==> config.mk <==
export PLATFORM = sky130hd
export DESIGN_NAME = ncdf_horner_stage
export DESIGN_NICKNAME = d
export VERILOG_FILES = /design/src/rtl/ncdf_pkg.sv /design/src/rtl/ncdf_horner_stage.sv
export SDC_FILE = /design/constraint.sdc
export NUM_CORES = 2
export LEC_CHECK = 0
export ABC_CLOCK_PERIOD_IN_PS = 13250
export BUFFER_PORTS_ARGS = -buffer_cell sky130_fd_sc_hd__buf_4
export CAP_MARGIN = 20
export CORE_ASPECT_RATIO = 0.7
export CORE_MARGIN = 2
export CORE_UTILIZATION = 30
export CTS_BUF_LIST = sky130_fd_sc_hd__clkbuf_2
export DETAILED_ROUTE_END_ITERATION = 12
export PLACE_DENSITY_LB_ADDON = 0.08
export SYNTH_ARGS = -nofsm -noshare
export SYNTH_HDL_FRONTEND = slang
export SYNTH_SLANG_ARGS = --single-unit
==> constraint.sdc <==
create_clock -name clk -period 13.25 [get_ports clk]
set_clock_uncertainty 0.05 [all_clocks]
set_input_delay 1.9875 -clock clk [delete_from_list [all_inputs] [get_ports clk]]
set_output_delay 1.9875 -clock clk [all_outputs]
set_load 0.01 [all_outputs]
==> src/rtl/ncdf_pkg.sv <==
// shared types, formats and quantized coefficients for the normal cdf pipeline
package ncdf_pkg;

  // fixed-point formats
  localparam int QB    = 28;  // fraction bits of the internal format
  localparam int IN_W  = 20;  // argument width
  localparam int ACC_W = 32;  // horner accumulator, signed
  localparam int V_W   = 30;  // horner variable (y*y or y-2), signed
  localparam int Y_W   = 30;  // half magnitude y below 3.0, unsigned

  localparam logic signed [ACC_W-1:0] QONE    = ACC_W'(1) <<< QB;
  localparam logic [31:0]             SAT_LIM = 32'd3 << QB;

  localparam int LOW_N  = 9;
  localparam int HIGH_N = 15;
  localparam int H_STAGES = HIGH_N - 1;        // horner steps in the pipe
  localparam int LOW_OFS  = HIGH_N - LOW_N;    // low path idles this many steps

  // input register, variable stage, horner steps, select/clamp, output register
  localparam int PIPE_LATENCY = H_STAGES + 4;

  typedef enum logic [1:0] {
    CLS_LOW,
    CLS_HIGH,
    CLS_SAT
  } cls_t;

  typedef struct packed {
    logic valid;
    logic neg;
    cls_t cls;
  } ctl_t;

  // value in units of 1e-12 to Q.28, round to nearest, ties away from zero
  function automatic logic signed [ACC_W-1:0] to_q(input longint c);
    longint unsigned m;
    longint unsigned q;
    m = (c < 0) ? longint'(-c) : c;
    q = (m * 64'd131072 + 64'd244140625) / 64'd488281250;
    return (c < 0) ? ACC_W'(-longint'(q)) : ACC_W'(q);
  endfunction

  // Q.28 product, round to nearest, ties away from zero
  function automatic logic signed [ACC_W-1:0] qmul(input logic signed [ACC_W-1:0] a,
                                                  input logic signed [V_W-1:0] b);
    logic [ACC_W-1:0]     ma;
    logic [V_W-1:0]       mb;
    logic [ACC_W+V_W-1:0] p;
    logic [ACC_W-1:0]     r;
    ma = a[ACC_W-1] ? ACC_W'(-a) : ACC_W'(a);
    mb = b[V_W-1] ? V_W'(-b) : V_W'(b);
    p  = (ACC_W+V_W)'(ma) * (ACC_W+V_W)'(mb);
    p  = p + ((ACC_W+V_W)'(1) << (QB - 1));
    r  = p[QB+ACC_W-1:QB];
    return (a[ACC_W-1] ^ b[V_W-1]) ? -signed'(r) : signed'(r);
  endfunction

  // highest power first
  localparam logic signed [ACC_W-1:0] LOW_Q [LOW_N] = '{
    to_q(64'sd124818987),      to_q(-64'sd1075204047),   to_q(64'sd5198775019),
    to_q(-64'sd19198292004),   to_q(64'sd59054035642),   to_q(-64'sd151968751364),
    to_q(64'sd319152932694),   to_q(-64'sd531923007300), to_q(64'sd797884560593)
  };

  localparam logic signed [ACC_W-1:0] HIGH_Q [HIGH_N] = '{
    to_q(-64'sd45255659),      to_q(64'sd152529290),     to_q(-64'sd19538132),
    to_q(-64'sd676904986),     to_q(64'sd1390604284),    to_q(-64'sd794620820),
    to_q(-64'sd2034254874),    to_q(64'sd6549791214),    to_q(-64'sd10557625006),
    to_q(64'sd11630447319),    to_q(-64'sd9279453341),   to_q(64'sd5353579108),
    to_q(-64'sd2141268741),    to_q(64'sd535310849),     to_q(64'sd999936657524)
  };

endpackage

==> src/rtl/ncdf_horner_stage.sv <==
// one registered horner step: acc <= acc*v + c, coefficient chosen by range
module ncdf_horner_stage #(
  parameter int STAGE = 1
) (
  input  logic                                  clk,
  input  logic                                  rst,
  input  ncdf_pkg::ctl_t                        ctl_in,
  input  logic [ncdf_pkg::Y_W-1:0]              y_in,
  input  logic signed [ncdf_pkg::V_W-1:0]       v_in,
  input  logic signed [ncdf_pkg::ACC_W-1:0]     acc_in,
  output ncdf_pkg::ctl_t                        ctl_out,
  output logic [ncdf_pkg::Y_W-1:0]              y_out,
  output logic signed [ncdf_pkg::V_W-1:0]       v_out,
  output logic signed [ncdf_pkg::ACC_W-1:0]     acc_out
);

  localparam bit LOW_ON = (STAGE > ncdf_pkg::LOW_OFS);
  localparam int LOW_IX = LOW_ON ? (STAGE - ncdf_pkg::LOW_OFS) : 0;
  localparam logic signed [ncdf_pkg::ACC_W-1:0] HIGH_C = ncdf_pkg::HIGH_Q[STAGE];
  localparam logic signed [ncdf_pkg::ACC_W-1:0] LOW_C  = ncdf_pkg::LOW_Q[LOW_IX];

  logic signed [ncdf_pkg::ACC_W-1:0] prod;
  logic signed [ncdf_pkg::ACC_W-1:0] acc_next;

  assign prod = ncdf_pkg::qmul(acc_in, v_in);

  always_comb begin
    case (ctl_in.cls)
      ncdf_pkg::CLS_HIGH: acc_next = prod + HIGH_C;
      ncdf_pkg::CLS_LOW:  acc_next = LOW_ON ? (prod + LOW_C) : acc_in;
      default:            acc_next = acc_in;
    endcase
  end

  always_ff @(posedge clk) begin
    if (rst) begin
      ctl_out.valid <= 1'b0;
    end else begin
      ctl_out.valid <= ctl_in.valid;
    end
    ctl_out.neg <= ctl_in.neg;
    ctl_out.cls <= ctl_in.cls;
    y_out       <= y_in;
    v_out       <= v_in;
    acc_out     <= acc_next;
  end

endmodule

# Word-level counts from Yosys, hierarchy flattened
# Index checks and enable logic that the tools add are counted.
[totals]
ff_bits = 96
wordCells = 18
[classes]
add_sub_neg = 5
mul = 1
eq_ne = 1
n_mux = 4
bitwise_logic = 1
[op_table]
columns = ["op", "count"]
rows = [
  ["two-way mux 32 bit", 3],
  ["negation 32 bit", 2],
  ["adder 60 x 28 -> 60 bit (second input constant)", 1],
  ["multiplier 32 x 30 -> 60 bit", 1],
  ["adder 32 x 17 -> 32 bit (second input constant)", 1],
  ["two-way mux 30 bit", 1],
  ["negation 30 bit", 1],
  ["equality test 2 x 1 -> 1 bit (second input constant)", 1],
  ["bitwise XOR 1 bit", 1],
]

# Longest topological paths before layout
[logic_depth]
depth_word = 8
ltp_mapped = 44
depth_no_buf = 41

# Worst setup path before layout
# No wires, ideal clock.
[synth_timing]
path_kind = "input port to flip-flop"
startpoint = "input acc_in[4] (netlist bit)"
endpoint = "register acc_out[29] (netlist bit)"
setup_time_ns = 0.084
arrival_ns = 13.094
required_time_ns = 13.116
path_slack_ns = 0.021
path_stages = 38
path_cell_list = "clkbuf_1 or4_1 or3_1 or3_1 or3_1 or4_1 o41ai_1 xor2_1 nor2_1 fa_1 fa_1 fa_1 inv_1 fa_1 inv_1 fa_1 fa_1 fa_1 [... 2 more ...] inv_1 ha_1 a21oi_1 o21ai_0 a221o_1 a21boi_0 a21boi_0 xor2_1 and4_1 buf_2 and3_1 buf_4 mux2_1 a22oi_1 o21ai_2 and3_4 and3_1 o31ai_2"
[synth_via]
elab_chain_len = 8
[synth_lines]
columns = ["element", "line", "source"]
rows = [
  ["from (decl)", "ncdf_horner_stage.sv:10", "input logic signed [ncdf_pkg::ACC_W-1:0] acc_in,"],
  ["negation 32 bit", "ncdf_pkg.sv:50", "ma = a[ACC_W-1] ? ACC_W'(-a) : ACC_W'(a);"],
  ["two-way mux 32 bit (*)", "ncdf_pkg.sv:50", ""],
  ["multiplier 32 x 30 -> 60 bit (*)", "ncdf_pkg.sv:52", "p = (ACC_W+V_W)'(ma) * (ACC_W+V_W)'(mb);"],
  ["adder 60 x 28 -> 60 bit (*)", "ncdf_pkg.sv:53", "p = p + ((ACC_W+V_W)'(1) << (QB - 1));"],
  ["negation 32 bit", "ncdf_pkg.sv:55", "return (a[ACC_W-1] ^ b[V_W-1]) ? -signed'(r) : signed'(r);"],
  ["two-way mux 32 bit (*)", "ncdf_pkg.sv:55", ""],
  ["adder 32 x 17 -> 32 bit (*)", "ncdf_horner_stage.sv:29", "ncdf_pkg::CLS_HIGH: acc_next = prod + HIGH_C;"],
  ["two-way mux 32 bit (*)", "ncdf_horner_stage.sv:28", "case (ctl_in.cls)"],
  ["net acc_next, one bit", "ncdf_horner_stage.sv:23", "logic signed [ncdf_pkg::ACC_W-1:0] acc_next;"],
  ["to (signal assigned)", "ncdf_horner_stage.sv:45", "acc_out <= acc_next;"],
  ["to (decl)", "ncdf_horner_stage.sv:14", "output logic signed [ncdf_pkg::ACC_W-1:0] acc_out"],
]
# The timed path passes the listed nets; every way through them passes the cells marked *.
# A chain may end at the register's enable or synchronous reset.

# Worst setup path in the final report
[layout_timing]
startpoint = "input acc_in[4] (netlist bit)"
endpoint = "register acc_out[28] (netlist bit)"
# The elaborated chain is that of the path after synthesis.

==> flow_metrics.env <==
export IMPL_wl_um=146000
export IMPL_maxCapViolCount=0
export IMPL_root_buffer="clkbuf_2"
export IMPL_finalCritPeriodShare_pct=96.6
export IMPL_drtIter0Drc=2185
export IMPL_crit_path_max_fanout=5
export IMPL_dr_pass1_iters=5
export IMPL_rows=106
export IMPL_grt_max_degree=58
export IMPL_die_x_um=418
export IMPL_syn_to_final_growth_pct=21.3
export IMPL_async_reset_ff_share_pct=0
export IMPL_synth_top_area_share_pct=46.4
export IMPL_gp_congestion=0.923
export IMPL_first_global_vias=31200
export IMPL_max_slew_margin_pct=23.5
export IMPL_clock_fmax_mhz=78.2
export IMPL_outcome="completed"
export IMPL_final_nets=5985
export IMPL_arrival_ps=13510
export IMPL_cts_buffers=9
export IMPL_seq_area_frac_synth_pct=5.33
export IMPL_cts_path_max_buffers=2
export IMPL_ctsResizeCount=0
export IMPL_die_area_sq_um=123000
export IMPL_cts_sinks=96
export IMPL_finalInstanceArea_sq_um=43800
export IMPL_final_cell_mix="inv_1 (960), fa_1 (836), buf_4 (703)"
export IMPL_avgRoutedWirePerCell_um=22.9
export IMPL_ys_ff_latch=96
export IMPL_startpoint_type="input pin"
export IMPL_final_cell_count_no_fill=6364
export IMPL_end_kind="flop"
export IMPL_grt_pass1_wl_um=216000
export IMPL_utilization_pct=36.7
export IMPL_min_path_type="input pin to flop"
export IMPL_synth_flop_cell="dfxtp_1"
export IMPL_drive_gt1_share_pct=17.9
export IMPL_final_hold_viol_count=0
export IMPL_grt_total_usage_pct=24.2
export IMPL_cp_common_cell="fa_1"
export IMPL_cp_slowest_cell="or4b_2"
export IMPL_cts_setup_buffers=0
export IMPL_placed_cell_area_sq_um=43600
export IMPL_required_ps=13960
export IMPL_hp_start="y_in[0]"
export IMPL_io_pins=194
export IMPL_syn_inst=4237
export IMPL_vias=30300
export IMPL_io_buffers=193
export IMPL_slowest_delay_ps=600
export IMPL_setup_viol=0
export IMPL_core_area_sq_um=119000
export IMPL_cts_hold_buffers=0
export IMPL_hold_depth=1
export IMPL_start_util_pct=30.2
export IMPL_clkTransAtPathRegs_ps=330
export IMPL_synth_area_leader_cell="fa_1"
export IMPL_period_needed_ps=12800
export IMPL_final_common_cell="inv_1"
export IMPL_yosysUniqueCellTypes=88
export IMPL_synth_area_sq_um=36100
export IMPL_rsz0062_at_grt="no"
export IMPL_critical_path_class="input pin to flop"
export IMPL_drv_slew=0
export IMPL_syn_avg_cell_area_sq_um=8.51
export IMPL_synth_edf_count=0
export IMPL_htreeDepth=3
export IMPL_place_hpwl_um=126000
export IMPL_drc=0
export IMPL_grt_overflow=0
export IMPL_synth_fp_nets=5433
export IMPL_min_to="y_out[0]"
export IMPL_synth_area_leaders="fa_1 (46%), inv_1 (10%), ha_1 (9.1%)"
export IMPL_ant_nets=0
export IMPL_dp_cells=6343
export IMPL_fp_dieH_um=294
export IMPL_ys_warn_count=0
export IMPL_tightest_slew_ps=1140
export IMPL_cts_tree="yes"
export IMPL_fillCellCount=12500
export IMPL_antenna_found_initial=14
export IMPL_viasPerCell=4.76
export IMPL_tns_ps=0
-- cell families after synthesis --
kind of cell    share of synthesized area (%)
flops                                    5.33
compound gates                           6.54
fa+ha+maj                                55.5
mux                                     0.212
buf+inv                                  12.0
simple gates                             15.9
xor+xnor                                 4.49
-- metal layers --
metal | up-vias | routed length [um] | track usage (%)
met5 | - | 0 | 0
met4 | 0 | 2700 | 4.55
met3 | 67 | 8630 | 3.18
met2 | 810 | 60300 | 34.6
met1 | 15700 | 74200 | 38.3
li1 | 13700 | - | -
-- Yosys cell counts, drive strengths merged, types with 18 or more instances --
library cell / n
inv: 960
fa: 836
nand2: 644
nor2: 498
ha: 262
clkbuf: 176
xnor2: 109
o21ai: 99
dfxtp: 96
xor2: 75
a21oi: 74
nand3: 30
nor3: 29
nand4: 28
and2: 23
o31ai: 21
a31oi: 18
-- stage by stage --
stage               hold slack, ps  setup slack, ps
floorplan                     1970             21.3
global placement              2040             -425
detailed placement            2040             -413
CTS                           1010              459
global route                  1050             19.7
finish                        1160              455
-- sequential cells by signal, summed over array words and instances, names as in the netlist --
| signal | flops |
|---|---|
| acc_out | 32 |
| ctl_out | 4 |
| v_out | 30 |
| y_out | 30 |
-- area by class of cell --
class	instances	area [sq um]	area share, %
Multi-Input combinational cell	2993	30400	69.4
Inverter	961	3610	8.24
Clock inverter	7	60.1	0.137
Antenna cell	4	10.0	0.0229
Timing Repair Buffer	728	5770	13.2
Tap cell	1566	1960	4.48
Clock buffer	9	45.0	0.103
Sequential cell	96	1920	4.39
-- critical path: cells and delay by family --
| family | cells | cell delay [ps] |
|---|---|---|
| fa+ha+maj | 9 | 4440 |
| compound gates | 6 | 1350 |
| buf+inv | 7 | 800 |
| xor+xnor | 2 | 420 |
| simple gates | 14 | 4520 |
-- how the worst max path moves through the flow --
| stage | depth (start not counted) | slack (ps) | end | from |
|---|---|---|---|---|
| 2_1_floorplan | 38 | 20 | acc_out[29] | acc_in[4] |
| 3_3_place_gp | 41 | -420 | acc_out[31] | acc_in[4] |
| 3_5_place_dp | 41 | -410 | acc_out[31] | acc_in[4] |
| 4_1_cts | 41 | 460 | acc_out[31] | acc_in[4] |
| 5_1_grt | 41 | 20 | acc_out[31] | acc_in[4] |
| 6_report | 38 | 450 | acc_out[28] | acc_in[4] |
Power is not shown: default switching activity piles up to over one toggle a cycle in this logic, so the estimate is an artifact.
